### src/rtl/ibps_pkg.sv
// Shared types and constants for the infrared byte to pulse/space FIFO.
// Holds the request codes, the command passed from front to back end and
// the back end state encoding. Depends on nothing.
package ibps_pkg;

    // Request codes on the input channel
    typedef enum logic [1:0] {
        REQ_BYTE = 2'd0,
        REQ_TICK = 2'd1,
        REQ_POP  = 2'd2,
        REQ_NONE = 2'd3
    } req_t;

    // Special received byte values and duration rounding
    localparam logic [7:0] BYTE_SKIP = 8'd0;
    localparam logic [7:0] BYTE_END  = 8'd255;
    localparam logic [7:0] DUR_ROUND = 8'd128;

    // Gap offset register
    localparam int          OFFSET_W          = 24;
    localparam logic [23:0] GAP_OFFSET_RESET  = 24'd100000;

    // Width of the duration field on the result port
    localparam int OUT_DUR_W = 24;

    // Work handed to the back end
    typedef enum logic [1:0] {
        CMD_PUSH = 2'd0,
        CMD_POP  = 2'd1,
        CMD_NOP  = 2'd2
    } cmd_kind_t;

    typedef struct packed {
        cmd_kind_t kind;
        logic      has_space;
        logic      signal_end;
    } cmd_ctrl_t;

    // Back end sequencer
    typedef enum logic [1:0] {
        BK_RUN      = 2'd0,
        BK_DATA     = 2'd1,
        BK_POP_WAIT = 2'd2
    } back_state_t;

endpackage

### src/rtl/ibps_front.sv
// Front end: classifies accepted requests, keeps the gap timer, phase and
// gap offset register, and builds the words to be stored.
// Depends on ibps_pkg.
module ibps_front #(
    parameter int DURATION_BITS = 24
) (
    input  logic                        clk,
    input  logic                        rst_n,
    input  logic                        accept,
    input  logic [1:0]                  req_type,
    input  logic [7:0]                  rx_byte,
    input  logic                        cfg_valid,
    output logic                        cfg_ready,
    input  logic [23:0]                 cfg_data,
    output ibps_pkg::cmd_ctrl_t         cmd_ctrl,
    output logic [DURATION_BITS:0]      cmd_space,
    output logic [DURATION_BITS:0]      cmd_data
);

    import ibps_pkg::*;

    localparam int SUM_W = ((DURATION_BITS > OFFSET_W) ? DURATION_BITS : OFFSET_W) + 1;

    logic [DURATION_BITS-1:0] gap_reg, gap_next;
    logic                     phase_reg, phase_next;
    logic                     await_reg, await_next;
    logic [OFFSET_W-1:0]      offset_reg, offset_next;

    req_t                     req;
    logic [SUM_W-1:0]         gap_sum;
    logic [DURATION_BITS-1:0] space_dur;
    logic [DURATION_BITS-1:0] byte_dur;

    assign req       = req_t'(req_type);
    assign cfg_ready = 1'b1;

    // Saturated gap space and byte duration
    assign gap_sum   = SUM_W'(gap_reg) + SUM_W'(offset_reg);
    assign space_dur = (gap_sum > SUM_W'({DURATION_BITS{1'b1}})) ?
                       {DURATION_BITS{1'b1}} : gap_sum[DURATION_BITS-1:0];
    assign byte_dur  = DURATION_BITS'({rx_byte, DUR_ROUND});

    assign cmd_space = {1'b0, space_dur};
    assign cmd_data  = {phase_reg, byte_dur};

    // Classify the request and update signal state
    always_comb
    begin
        gap_next    = gap_reg;
        phase_next  = phase_reg;
        await_next  = await_reg;
        offset_next = offset_reg;
        cmd_ctrl    = '{kind: CMD_NOP, has_space: 1'b0, signal_end: 1'b0};

        unique case (req)
            REQ_BYTE:
            begin
                if (rx_byte == BYTE_END)
                begin
                    cmd_ctrl.signal_end = 1'b1;
                    if (accept)
                    begin
                        phase_next = 1'b1;
                        await_next = 1'b1;
                        gap_next   = '0;
                    end
                end
                else if (rx_byte != BYTE_SKIP)
                begin
                    cmd_ctrl.kind      = CMD_PUSH;
                    cmd_ctrl.has_space = await_reg;
                    if (accept)
                    begin
                        phase_next = ~phase_reg;
                        await_next = 1'b0;
                        if (await_reg)
                        begin
                            gap_next = '0;
                        end
                    end
                end
            end
            REQ_TICK:
            begin
                if (accept && (gap_reg != {DURATION_BITS{1'b1}}))
                begin
                    gap_next = gap_reg + 1'b1;
                end
            end
            REQ_POP:
            begin
                cmd_ctrl.kind = CMD_POP;
            end
            REQ_NONE:
            begin
                cmd_ctrl.kind = CMD_NOP;
            end
        endcase

        // Configuration write
        if (cfg_valid && cfg_ready)
        begin
            offset_next = cfg_data;
        end
    end

    always_ff @(posedge clk or negedge rst_n)
    begin
        if (!rst_n)
        begin
            gap_reg    <= '0;
            phase_reg  <= 1'b1;
            await_reg  <= 1'b1;
            offset_reg <= GAP_OFFSET_RESET;
        end
        else
        begin
            gap_reg    <= gap_next;
            phase_reg  <= phase_next;
            await_reg  <= await_next;
            offset_reg <= offset_next;
        end
    end

endmodule

### config.mk
export PLATFORM = sky130hd
export DESIGN_NAME = ibps_front
export DESIGN_NICKNAME = d
export VERILOG_FILES = /design/src/rtl/ibps_pkg.sv /design/src/rtl/ibps_front.sv
export SDC_FILE = /design/constraint.sdc
export NUM_CORES = 1
export LEC_CHECK = 0
export BUFFER_PORTS_ARGS = -buffer_cell sky130_fd_sc_hd__buf_4
export CELL_PAD_IN_SITES_DETAIL_PLACEMENT = 1
export CELL_PAD_IN_SITES_GLOBAL_PLACEMENT = 1
export CORE_AREA = 2 2 108 110
export CTS_BUF_LIST = sky130_fd_sc_hd__clkbuf_2 sky130_fd_sc_hd__clkbuf_4 sky130_fd_sc_hd__clkbuf_8
export CTS_CLUSTER_DIAMETER = 150
export DETAILED_ROUTE_END_ITERATION = 8
export DIE_AREA = 0 0 110 112
export PLACE_DENSITY_LB_ADDON = 0.1
export SKIP_LAST_GASP = 1
export SLEW_MARGIN = 15
export SYNTH_ARGS = -nofsm -noshare
export SYNTH_HDL_FRONTEND = slang
export SYNTH_SLANG_ARGS = --single-unit
### constraint.sdc
create_clock -name clk -period 7.7 [get_ports clk]
set_clock_uncertainty 0.2 [all_clocks]
set_input_delay 1.155 -clock clk [delete_from_list [all_inputs] [get_ports clk]]
set_output_delay 1.155 -clock clk [all_outputs]
set_load 0.005 [all_outputs]
==> results.ini <==
[timing]
fin_tns_setup_ns=0
post-route-period-util=0.617
setup_ws_ns=2.95
min_period_ns=4.75
timing.slew.headroom=0.357
setup_violations=0
rsz0062_at_grt=no
max_freq_ghz=0.211
tightestPinTransition_ns=0.960
finalMaxSlewViolations=0
finalHoldViolCount=0

[synthesis]
synth.area.mux_share=0.0715
synth_fa_ha_area_frac=0.0816
synth_edf_count=0
synth.distinct_cells=65
synth-compound-area-share=0.196
ys_warn_count=0
synth_ff_type=dfrtp_1
yosysTopAreaCell=dfrtp_1
synth_top_family_by_area=simple AND/OR/NAND/NOR gates
yosysSeqAreaShare=0.309
yosys.area.top_type_share=0.258
synthCells=457
avgSynthCellArea_um2=8.92
synthSimpleGateAreaFrac=0.201
ys_ff_latch=50
synth_area_um2=4080
synthTopCellsByArea=dfrtp_1 (26%), ha_1 (7.7%), mux2_2 (6.9%)
synthXorXnorAreaFrac=0.0537
async_flop_share=1.00

[global_routing]
grt_usage=0.192
antenna_found_initial=0
grt_pass1_wl_um=18300
grt_pass1_vias=3577
grt_start_max_net_pins=51
overflow=0

[floorplanning]
die_w_um=110
ioPinCount=93
std_cell_rows=39
start_util=0.365
dieArea_um2=12300
die_y_um=112
core_area_um2=11200

[worst_setup_path]
start_kind=register
worstSetupPathType=reg2out
setup.worst_path.end_class=primary output
arrival_ns=3.39
crit_required_ns=6.34
crit_fanout=21

[power]
peakVddDrop_mv=0.0895
power.leakage_nw=2.09
p_per_area_nw_per_um2=205

[detailed_routing]
drc=0
routed_via_density=5.34
drtAntennaViolNets=0
routed_wl_um=11000
wl_per_cell_um=16.9
num_vias=3498
firstDrtPassIters=4
drt_iter0_markers=93

[layout]
final_cell_count_no_fill=655
syn2layout_area_growth_pct=14.8
nNetsFinal=575
finalInstanceArea_um2=4680
n_antenna_cell=0
drive_gt1_frac=0.279

[place]
gp_congestion=0.909
portBuffers=74
numPlacedInstances=647
dp_slack_ns=3.32
place_area_um2=4570
dp_hpwl_um=8510

[clock_network]
cts-resized-gates=0
clk_latency_ns=0.34
cts_setup_buffers=0
cts-root-buf=clkbuf_8
cts_tree=done
cts.path.max_buffers=2
cts_sinks=50
ctsHoldBuffers=0
clkTransAtPathRegs_ns=0.11
h-tree-depth=2
cts_buffers=5

[flow_run]
cap_violations=0

[min_path]
hold_path_class=reg2reg

[run_status]
outcome=completed

## layout make-up
class,count,area [µm²]
clock buffers,5,68.8
clock inverters,3,45.0
fillers,1338,6490
inverters,10,37.5
multi-input cells,369,2530
flip-flops and latches,50,1260
well taps,143,179
repair buffers,75,563
## metal layers
metal | vias up | global-route usage | wire length [µm]
met4 | 0 | 0.0658 | 199
met3 | 14 | 0.0316 | 418
li1 | 1727 | - | -
met1 | 1692 | 0.264 | 5300
met5 | - | 0 | 0
met2 | 65 | 0.303 | 5130
## final timing paths
| kind | from | to | slack [ns] | depth (start not counted) |
|---|---|---|---|---|
| max in group asynchronous | rst_n | offset_reg[18] | 6.20 | 1 |
| min in group asynchronous | rst_n | gap_reg[2] | 0.64 | 1 |
| worst min-delay path | offset_reg[21] | offset_reg[21] | 0.32 | 1 |
| worst max register to register | gap_reg[1] | gap_reg[6] | 5.02 | 8 |
| worst max-delay path | gap_reg[17] | cmd_space[10] | 2.95 | 9 |
| worst min register to register | offset_reg[21] | offset_reg[21] | 0.32 | 1 |
## kinds of logic after synthesis
group                    Yosys count
AO/OA/AOI/OAI                    117
XOR/XNOR                          25
adder cells (fa/ha/maj)           26
buffers and inverters             54
flip-flops                        50
multiplexers                      26
other                              2
AND/OR/NAND/NOR                  157
## cells in the final DEF (no fill, tap or decap), types with 5 or more instances in the layout
master	count
nor2_1	26
a21oi_1	28
conb_1	18
o21ai_0	23
dfstp_2	8
xor2_1	7
mux2_2	25
nand2_1	46
and3_1	6
o211ai_1	5
clkbuf_8	5
ha_1	25
buf_4	75
a21o_1	13
nand2b_1	6
nand4_1	10
inv_1	10
xnor2_1	18
nand3_1	15
or3_1	5
nor3_1	15
dfrtp_1	42
## metrics by stage
stage | power (mW) | util | hold WS, ns
floorplan | 0.602 | - | 0.285
CTS | 0.971 | 0.419 | 0.331
global route | 1.03 | 0.419 | 0.351
finish | 0.959 | 0.419 | 0.324
detailed placement | 0.762 | 0.409 | 0.308
global placement | 0.752 | 0.409 | 0.305
## worst max-delay path, cell delays in order, from the launching register on
cell     delay, ns
dfrtp_1       0.45
ha_1          0.42
and4_1        0.33
and2_1        0.19
a41oi_1       0.17
o31ai_1       0.12
o211a_1       0.26
nor2_2        0.66
o21ai_0       0.24
buf_4         0.20
## synth_stat cells, types with 8 or more instances
library cell and n:
dfstp_2 8, nor2_1 26, nand4_1 10, xnor2_1 18, ha_1 25, nand2_1 46
a21oi_1 28, mux2_2 25, clkbuf_1 10, nand3_1 15, buf_4 29, dfrtp_1 42
inv_1 10, o21ai_0 23, nor3_1 15, a21o_1 13
## power by group
group | internal (mW) | leakage, nW | switching (mW)
sequential | 0.296 | 0.592 | 0.0380
clock | 0.0970 | 0.0504 | 0.110
combinational | 0.211 | 1.45 | 0.208
total | 0.604 | 2.09 | 0.356
Note: power is estimated with default switching activity, not from simulation.
