[src/rtl/ibps_pkg.sv]
// Shared types and constants for the infrared byte to pulse/space FIFO.
// Holds the request codes, the command passed from front to back end and
// the back end state encoding. Depends on nothing.
package ibps_pkg;

    // Request codes on the input channel
    typedef enum logic [1:0] {
        REQ_BYTE = 2'd0,
        REQ_TICK = 2'd1,
        REQ_POP  = 2'd2,
        REQ_NONE = 2'd3
    } req_t;

    // Special received byte values and duration rounding
    localparam logic [7:0] BYTE_SKIP = 8'd0;
    localparam logic [7:0] BYTE_END  = 8'd255;
    localparam logic [7:0] DUR_ROUND = 8'd128;

    // Gap offset register
    localparam int          OFFSET_W          = 24;
    localparam logic [23:0] GAP_OFFSET_RESET  = 24'd100000;

    // Width of the duration field on the result port
    localparam int OUT_DUR_W = 24;

    // Work handed to the back end
    typedef enum logic [1:0] {
        CMD_PUSH = 2'd0,
        CMD_POP  = 2'd1,
        CMD_NOP  = 2'd2
    } cmd_kind_t;

    typedef struct packed {
        cmd_kind_t kind;
        logic      has_space;
        logic      signal_end;
    } cmd_ctrl_t;

    // Back end sequencer
    typedef enum logic [1:0] {
        BK_RUN      = 2'd0,
        BK_DATA     = 2'd1,
        BK_POP_WAIT = 2'd2
    } back_state_t;

endpackage

[src/rtl/ibps_cmd_q.sv]
// Two-entry command queue between the front end and the back end.
// Depends on ibps_pkg.
module ibps_cmd_q #(
    parameter int WORD_W = 25
) (
    input  logic                clk,
    input  logic                rst_n,
    input  logic                push,
    input  ibps_pkg::cmd_ctrl_t push_ctrl,
    input  logic [WORD_W-1:0]   push_space,
    input  logic [WORD_W-1:0]   push_data,
    output logic                full,
    input  logic                pop,
    output logic                head_valid,
    output ibps_pkg::cmd_ctrl_t head_ctrl,
    output logic [WORD_W-1:0]   head_space,
    output logic [WORD_W-1:0]   head_data
);

    import ibps_pkg::*;

    localparam int QD    = 2;
    localparam int IDX_W = $clog2(QD);
    localparam int CNT_W = $clog2(QD + 1);

    cmd_ctrl_t         ctrl_reg  [QD];
    logic [WORD_W-1:0] space_reg [QD];
    logic [WORD_W-1:0] data_reg  [QD];

    logic [IDX_W-1:0] wr_idx_reg, wr_idx_next;
    logic [IDX_W-1:0] rd_idx_reg, rd_idx_next;
    logic [CNT_W-1:0] cnt_reg, cnt_next;
    logic             do_push;
    logic             do_pop;

    assign full       = (cnt_reg == CNT_W'(QD));
    assign head_valid = (cnt_reg != '0);
    assign do_push    = push && !full;
    assign do_pop     = pop && head_valid;

    assign head_ctrl  = ctrl_reg[rd_idx_reg];
    assign head_space = space_reg[rd_idx_reg];
    assign head_data  = data_reg[rd_idx_reg];

    // Advance indexes and occupancy
    always_comb
    begin
        wr_idx_next = wr_idx_reg;
        rd_idx_next = rd_idx_reg;
        cnt_next    = cnt_reg;
        if (do_push)
        begin
            wr_idx_next = (wr_idx_reg == IDX_W'(QD - 1)) ? '0 : wr_idx_reg + 1'b1;
        end
        if (do_pop)
        begin
            rd_idx_next = (rd_idx_reg == IDX_W'(QD - 1)) ? '0 : rd_idx_reg + 1'b1;
        end
        priority if (do_push && !do_pop)
        begin
            cnt_next = cnt_reg + 1'b1;
        end
        else if (do_pop && !do_push)
        begin
            cnt_next = cnt_reg - 1'b1;
        end
    end

    always_ff @(posedge clk or negedge rst_n)
    begin
        if (!rst_n)
        begin
            wr_idx_reg <= '0;
            rd_idx_reg <= '0;
            cnt_reg    <= '0;
        end
        else
        begin
            wr_idx_reg <= wr_idx_next;
            rd_idx_reg <= rd_idx_next;
            cnt_reg    <= cnt_next;
        end
    end

    // Entry storage
    always_ff @(posedge clk)
    begin
        if (do_push)
        begin
            ctrl_reg[wr_idx_reg]  <= push_ctrl;
            space_reg[wr_idx_reg] <= push_space;
            data_reg[wr_idx_reg]  <= push_data;
        end
    end

endmodule

[config.mk]
export PLATFORM = sky130hd
export DESIGN_NAME = ibps_cmd_q
export DESIGN_NICKNAME = d
export VERILOG_FILES = /design/src/rtl/ibps_pkg.sv /design/src/rtl/ibps_cmd_q.sv
export SDC_FILE = /design/constraint.sdc
export NUM_CORES = 1
export LEC_CHECK = 0
export BUFFER_PORTS_ARGS = -buffer_cell sky130_fd_sc_hd__buf_2
export CAP_MARGIN = 30
export CELL_PAD_IN_SITES_DETAIL_PLACEMENT = 1
export CELL_PAD_IN_SITES_GLOBAL_PLACEMENT = 1
export CORE_AREA = 2 2 110 112
export DETAILED_ROUTE_END_ITERATION = 16
export DIE_AREA = 0 0 112 114
export PLACE_DENSITY = 0.75
export SETUP_SLACK_MARGIN = 0.3
export SLEW_MARGIN = 25
export SYNTH_ARGS = -nofsm -noshare
export SYNTH_HDL_FRONTEND = slang
export SYNTH_SLANG_ARGS = --single-unit
[constraint.sdc]
create_clock -name clk -period 3.8 [get_ports clk]
set_input_delay 0.76 -clock clk [delete_from_list [all_inputs] [get_ports clk]]
set_output_delay 0.76 -clock clk [all_outputs]
set_load 0.03 [all_outputs]
==> results of run 1 <==
[per-stage QoR]
step	hold WS (ns)	util [%]	total power (W)	cells
global placement	0.4774	42.78	0.003562	443
detailed placement	0.4984	42.95	0.003600	444
CTS	0.2098	45.51	0.004554	459
finish	0.2248	45.51	0.004470	459
global route	0.2123	45.51	0.004678	459
floorplan	0.4564	-	0.003260	187
[worst max-delay path, delay by kind of cell, from the launching register on]
kind | cells | cell delay, ns
DFF | 1 | 0.75
buffers and inverters | 2 | 0.48
muxes | 1 | 0.36
[cell families (layout without fill, tap and decap cells)]
family / count (synthesis) / count (layout)
XOR/XNOR: 5 / 5
adder cells (fa/ha/maj): 1 / 1
AND/OR/NAND/NOR: 7 / 7
flip-flops: 112 / 112
buffers and inverters: 8 / 133
multiplexers: 54 / 54
[synth_stat cells]
cell / count / area share [%]
nand2_1: 2 / 0.17
nand2b_1: 1 / 0.14
mux2_4: 49 / 17
buf_12: 5 / 2.3
ha_1: 1 / 0.29
and3_1: 1 / 0.14
nor2_1: 2 / 0.17
xor2_1: 2 / 0.40
dfrtp_1: 4 / 2.3
inv_1: 2 / 0.17
xnor2_1: 3 / 0.60
edfxtp_1: 108 / 75
buf_6: 1 / 0.26
mux2_2: 5 / 1.3
or2_1: 1 / 0.14
[worst max-delay path by stage]
stage | startpoint | to | slack, ns | cells after the start
global placement | rd_idx_reg | head_space[9] | 1.30 | 2
finish | rd_idx_reg | head_space[9] | 1.10 | 3
floorplan | push | ctrl_reg[0][0] | 1.12 | 2
global route | rd_idx_reg | head_space[9] | 0.98 | 3
CTS | rd_idx_reg | head_space[9] | 1.04 | 3
detailed placement | rd_idx_reg | head_space[9] | 1.42 | 3
[area by class of cell]
type / count / area, µm² / share of cell area [%]
repair buffers: 116 / 600.6 / 11.27
inverters: 2 / 7.507 / 0.1408
flip-flops and latches: 112 / 3347 / 62.79
clock buffers: 9 / 225.2 / 4.225
clock inverters: 6 / 75.07 / 1.408
multi-input cells: 67 / 890.9 / 16.71
well taps: 147 / 183.9 / 3.451
[routing by layer]
| metal | up-vias | share of wire, % | wire length [µm] |
|---|---|---|---|
| li1 | 967 | - | - |
| met1 | 1028 | 38 | 2724 |
| met2 | 62 | 55 | 3861 |
| met3 | 6 | 5.9 | 421 |
| met4 | 0 | 0.99 | 70 |
| met5 | - | 0 | 0 |
[cell usage in the layout, fill, tap and decap left out, types with 2 or more instances in the layout]
| cell type | count |
|---|---|
| buf_2 | 113 |
| edfxtp_1 | 108 |
| mux2_4 | 49 |
| clkbuf_16 | 9 |
| mux2_2 | 5 |
| clkinv_1 | 4 |
| xnor2_1 | 3 |
| dfrtp_1 | 3 |
| inv_1 | 2 |
| nand2_1 | 2 |
| xor2_1 | 2 |
| bufinv_16 | 2 |
| buf_4 | 2 |
[where the power goes]
group / internal [W] / switching (W) / total (W)
Sequential: 0.00170 / 0.000153 / 0.00185
Combinational: 0.000682 / 0.000997 / 0.00168
Clock: 0.000565 / 0.000376 / 0.000941
==> out/qor.csv, run 1 <==
stage,metric,value,unit
floorplan,start_util,37.09,%
detailed_routing,routed_wl,7.076,mm
clocking,cts_tree,built,
sta,fin_setup_tns,0,ns
sta,setup_ws,1.100,ns
yosys,synth_simple_gate_area_share,0.7776,%
clocking,ctsResizeCount,0,
global_routing,gr-usage-met1,12.55,%
yosys,synth_area_per_cell,23.23,µm²
global_routing,met3_usage,3.666,%
detailed_routing,dr.pass1.iters,4,
sta,setup_viol,0,
yosys,syn_inst,187,
placed_design,hpwl,4.665,mm
yosys,synth_adder_area_share,0.2880,%
yosys,yosysSeqAreaShare,76.96,%
placed_design,place_congestion,0.6517,
min_path,hold_path.class,in2async,
floorplan,core.rowCount,40,
clocking,worst_skew_pair.late_latency,0.33,ns
worst_setup_path,cp.required,3.04,ns
floorplan,die_w,112,µm
finish,drive_gt1_share,58.97,%
clocking,ctsHtreeMaxLevel,3,
worst_setup_path,cp_cell_sequence,"buf_12, mux2_2, buf_2",
sta,finalHoldViolCount,0,
finish,antennaDiodeCount,0,
clocking,path_clk_slew,0.06,ns
worst_setup_path,path_class,reg2out,
worst_setup_path,crit_slowest_cell,dfrtp_4,
clocking,ctsHoldBuffers,0,
finish,nFillCells,1158,
global_routing,grt_busiest_layer,met2,
worst_setup_path,rrSetupSlack,1.96,ns
sta,slew_headroom,49.97,%
sta,fmax,370.3,MHz
worst_setup_path,critPathArrivalTime,1.94,ns
worst_setup_path,r2r_cells,4,
finish,fin_area,5330,µm²
worst_setup_path,worst-path-max-fanout,30,
placed_design,dpl_cell_area,5030,µm²
detailed_routing,routed_via_density,4.495,
sta,drv_slew,0,
worst_setup_path,r2r_end,space_reg[0][12],
global_routing,grt_max_degree,55,
detailed_routing,final_antenna_net_count,0,
run_status,status,"complete, no violations",
power,peakVddDrop,0.0003568,V
yosys,synth_warnings,0,
clocking,cts_root_buf,clkbuf_16,
floorplan,dieArea,12770,µm²
detailed_routing,drc,0,
floorplan,pin_count,114,
global_routing,antenna_found_initial,0,
floorplan,coreArea,11710,µm²
worst_setup_path,r2r-start,cnt_reg[0],
yosys,synth_top_family_by_area,multiplexers,
power,leakage,2.139,nW
placed_design,port_buffers,113,
sta,rsz0062_at_grt,no,
yosys,synth_compound_gate_area_share,0,%
yosys,synthXorXnorAreaFrac,1.008,%
worst_setup_path,endpoint_kind,output port,
detailed_routing,drt_iter0_drc,72,
floorplan,die_h,114,µm
yosys,synth_fp_nets,246,
sta,fin_worst_skew,0.003910,ns
clocking,post-cts-setup-buffers,0,
global_routing,grt_pass1_wl,11.05,mm
yosys,syn_area,4344,µm²
detailed_routing,avgRoutedWirePerCell,15.42,µm
sta,min_period,2.700,ns
global_routing,grt-ovfl-total,0,
sta,fin_crit_sh,71.06,%
detailed_routing,vias,2063,
power,power.density,838.7,nW/µm²
yosys,synthMuxAreaShare,18.23,%
global_routing,grt_pass1_vias,2267,
flow_run,drv_cap,0,
global_routing,use_met2,20.57,%
placed_design,dp_worst_setup_slack,1.417,ns
clocking,cts_sinks,112,
yosys,synth_seq_cells,112,
worst_setup_path,start_kind,flop,
yosys,yosysUniqueCellTypes,15,
sta,tightest_slew,0.7504,ns
global_routing,track_usage,11.37,%
clocking,cts.path.max_buffers,2,
finish,area_growth,22.70,%
clocking,cts_inserted_buffers,9,
worst_setup_path,critPathMaxStageDelay,0.75,ns
finish,nets,367,
Power figures use the tool's default switching activity.
==> run 2, diff against run 1 <==
--- a/config.mk
+++ b/config.mk
@@ -5,6 +5,7 @@
 export SDC_FILE = /design/constraint.sdc
 export NUM_CORES = 1
 export LEC_CHECK = 0
+export ABC_AREA = 1
 export BUFFER_PORTS_ARGS = -buffer_cell sky130_fd_sc_hd__buf_2
 export CAP_MARGIN = 30
 export CELL_PAD_IN_SITES_DETAIL_PLACEMENT = 1
@@ -12,7 +13,7 @@
 export CORE_AREA = 2 2 110 112
 export DETAILED_ROUTE_END_ITERATION = 16
 export DIE_AREA = 0 0 112 114
-export PLACE_DENSITY = 0.75
+export PLACE_DENSITY = 0.8
 export SETUP_SLACK_MARGIN = 0.3
 export SLEW_MARGIN = 25
 export SYNTH_ARGS = -nofsm -noshare
==> constraint.sdc (replaced) <==
create_clock -name clk -period 2.15 [get_ports clk]
set_input_delay 0.43 -clock clk [delete_from_list [all_inputs] [get_ports clk]]
set_output_delay 0.43 -clock clk [all_outputs]
set_load 0.03 [all_outputs]
==> run 2 against run 1 <==
Net effect: utilization grew 5.3 points; critical path type unchanged; critical path depth grew 3; critical endpoint is now head_space[6]; die area is the same; register-to-register slack lost 1.5 ns; highest routed layer unchanged; synthesized cell count grew 67%; flip-flop and latch count is the same.
==> out/qor.csv, run 2 <==
stage,metric,value,unit,change
worst_setup_path,path_class,reg2out,,
global_routing,track_usage,14.47,%,+3.1 points
clocking,path_clk_slew,0.07,ns,about the same
finish,layout_commonest_cell,nand2_1,,
placed_design,port_buffers,113,,unchanged
detailed_routing,vias,2712,,+31%
flow_run,drv_cap,0,,unchanged
global_routing,antenna_found_initial,0,,unchanged
sta,setup_ws,0.3042,ns,-0.7955 ns
global_routing,grt-ovfl-total,0,,unchanged
worst_setup_path,crit_family,buffers and inverters,,
finish,antennaDiodeCount,0,,unchanged
global_routing,grt_pass1_vias,2753,,+21%
yosys,syn_area,4185,µm²,-3.7%
min_path,min-delay-start,push_space[19],,
finish,nFillCells,1187,,+2.5%
yosys,async_flop_share,3.571,%,unchanged
worst_setup_path,path_buf_inv,4,,+2
sta,tightest_slew,0.5103,ns,-0.2401 ns
floorplan,coreArea,11710,µm²,unchanged
sta,fmax,541.8,MHz,
floorplan,die_h,114,µm,unchanged
finish,nets,503,,+37%
floorplan,dieArea,12770,µm²,unchanged
yosys,yosysTopAreaCellShare,77.49,%,+2.8 points
detailed_routing,routed_via_density,4.550,,+1.2%
yosys,synthTopCellsByCount,"172 x nand2_1, 108 x edfxtp_1, 7 x inv_1",,
power,peakVddDrop,0.0007073,V,+98%
clocking,cts_root_buf,clkbuf_16,,
detailed_routing,dr.pass1.iters,4,,unchanged
worst_setup_path,cp_cell_sequence,"buf_12, clkinv_16, clkbuf_16, nand2_2, nand2_2, buf_6",,
clocking,cts.path.max_buffers,2,,unchanged
worst_setup_path,r2r-start,cnt_reg[0],,
worst_setup_path,start_kind,flop,,
global_routing,grt_max_degree,34,,-38%
worst_setup_path,startpoint,rd_idx_reg,,
yosys,synth_seq_cells,112,,unchanged
sta,fin_worst_skew,0.009664,ns,+0.005754 ns
worst_setup_path,critPathArrivalTime,1.42,ns,-0.52 ns
clocking,cts_inserted_buffers,9,,unchanged
sta,min_period,1.846,ns,
clocking,worst_skew_pair.late_latency,0.34,ns,about the same
worst_setup_path,critPathMaxStageDelay,0.41,ns,-0.34 ns
clocking,cts_tree,built,,
placed_design,place_congestion,0.7228,,+11%
finish,drive_gt1_share,46.10,%,-13 points
detailed_routing,drt_iter0_drc,110,,+53%
worst_setup_path,cp.required,1.72,ns,-1.32 ns
yosys,synth_flop_cell,edfxtp_1,,
sta,fin_setup_tns,0,ns,unchanged
clocking,cts_sinks,112,,unchanged
sta,setup_viol,0,,unchanged
yosys,synth_warnings,0,,unchanged
run_status,status,"complete, no violations",,
worst_setup_path,endpoint_kind,output port,,
yosys,syn_inst,313,,+67%
yosys,yosysUniqueCellTypes,16,,+1
sta,drv_slew,0,,unchanged
yosys,synth_edf_count,108,,unchanged
detailed_routing,routed_wl,9.861,mm,+39%
floorplan,die_w,112,µm,unchanged
yosys,synth.most_common_cell,nand2_1,,
finish,fin_area,5954,µm²,+12%
worst_setup_path,cpMostUsedCell,nand2_2,,
yosys,synth_fp_nets,372,,+51%
min_path,hold_path.class,in2reg,,
detailed_routing,avgRoutedWirePerCell,16.55,µm,+7.3%
floorplan,start_util,35.74,%,-1.4 points
sta,slew_headroom,65.62,%,+16 points
placed_design,hpwl,5.929,mm,+27%
yosys,yosysSeqAreaShare,79.88,%,+2.9 points
sta,rsz0062_at_grt,yes,,
floorplan,core.rowCount,40,,unchanged
yosys,synth_top_area_cell,edfxtp_1,,
placed_design,dp_worst_setup_slack,0.4448,ns,-0.9724 ns
power,power.density,1589,nW/µm²,+89%
power,leakage,2.500,nW,+17%
worst_setup_path,crit_slowest_cell,dfrtp_2,,
finish,area_growth,42.27,%,
finish,layout_common_cells,"117 x nand2_1, 108 x edfxtp_1, 61 x buf_2, 51 x buf_6, 48 x nand2_2",,
sta,finalHoldViolCount,0,,unchanged
detailed_routing,drc,0,,unchanged
yosys,synth_area_per_cell,13.37,µm²,-42%
sta,fin_crit_sh,85.85,%,
worst_setup_path,worst-path-max-fanout,8,,-73%
clocking,ctsHtreeMaxLevel,3,,unchanged
yosys,synth_area_leaders,"edfxtp_1 77%, nand2_1 15%, dfrtp_1 2.4%",,
global_routing,grt_pass1_wl,13.93,mm,+26%
floorplan,pin_count,114,,unchanged
finish,fin_util,50.84,%,+5.3 points
placed_design,dpl_cell_area,4926,µm²,-2.1%
detailed_routing,final_antenna_net_count,0,,unchanged
## run 2: changes by cell type in the layout (fill, tap and decap cells not counted), sizes merged, moves of 5 or more
cell    before  now
buf        116  125
clkbuf       9   14
inv          2    7
mux2        54    0
nand2        2  173
## run 2: worst paths after layout
| kind | to | slack [ns] | cells after the start |
|---|---|---|---|
| max | head_space[6] | 0.30 | 6 |
| min reg2reg | wr_idx_reg | 0.49 | 2 |
| max in group asynchronous | rd_idx_reg | 1.57 | 2 |
| min in group asynchronous | rd_idx_reg | 0.43 | 2 |
| max reg2reg | space_reg[1][13] | 0.48 | 3 |
| min | space_reg[1][19] | 0.27 | 1 |
## run 2: cell type report
cell class	count	area [µm²]	share of cell area, %
multi-input cells	182	900.9	15.13
clock buffers	10	229.0	3.845
flip-flops and latches	112	3344	56.17
well taps	147	183.9	3.089
repair buffers	130	1170	19.65
clock inverters	6	60.06	1.009
inverters	8	60.06	1.009
repair inverters	1	6.256	0.1051
## run 2: logic make-up after synthesis
kind of cell | synth area share [%]
AO/OA/AOI/OAI | 0.1195
flip-flops | 79.88
adder cells (fa/ha/maj) | 0.2989
XOR/XNOR | 0.2093
AND/OR/NAND/NOR | 16.35
buffers and inverters | 3.139
## run 2: timing repair
item | in CTS | in global routing
pin swaps | 0 | 21
setup buffers | 2 | 1
resized for setup | 52 | 141
hold buffers | 1 | 0
cloned | 1 | 5
endpoints found under the hold margin | 4 | 0
setup endpoints to repair | 54 | 54
## run 2: layer usage
metal / track usage, % / share of wire (%) / up-vias / wire (µm)
met5: 0 / 0 / - / 0
met4: 6.667 / 1.1 / 0 / 111
met1: 17.05 / 41 / 1317 / 4040
met2: 25.45 / 53 / 78 / 5260
li1: - / - / 1308 / -
met3: 3.188 / 4.5 / 9 / 448
## run 2: worst reg2reg max path, delay by kind of cell (launching register included)
kind / cells / cell delay, ns
flip-flops: 1 / 0.47
buffers and inverters: 1 / 0.43
AO/OA/AOI/OAI: 1 / 0.25
AND/OR/NAND/NOR: 1 / 0.16
## run 2: per-stage QoR
step / hold WS, ns / total power, W / std cells
floorplan: 0.1344 / 0.005442 / 313
global placement: 0.2551 / 0.006336 / 570
detailed placement: 0.2594 / 0.006426 / 570
CTS: 0.2559 / 0.008501 / 590
global route: 0.2544 / 0.009980 / 596
finish: 0.2721 / 0.009462 / 596
## run 2: where the power goes
part	total, W	switching, W	internal [W]
logic	0.00469	0.00283	0.00185
registers	0.00315	0.000164	0.00298
clock network	0.00163	0.000732	0.000899
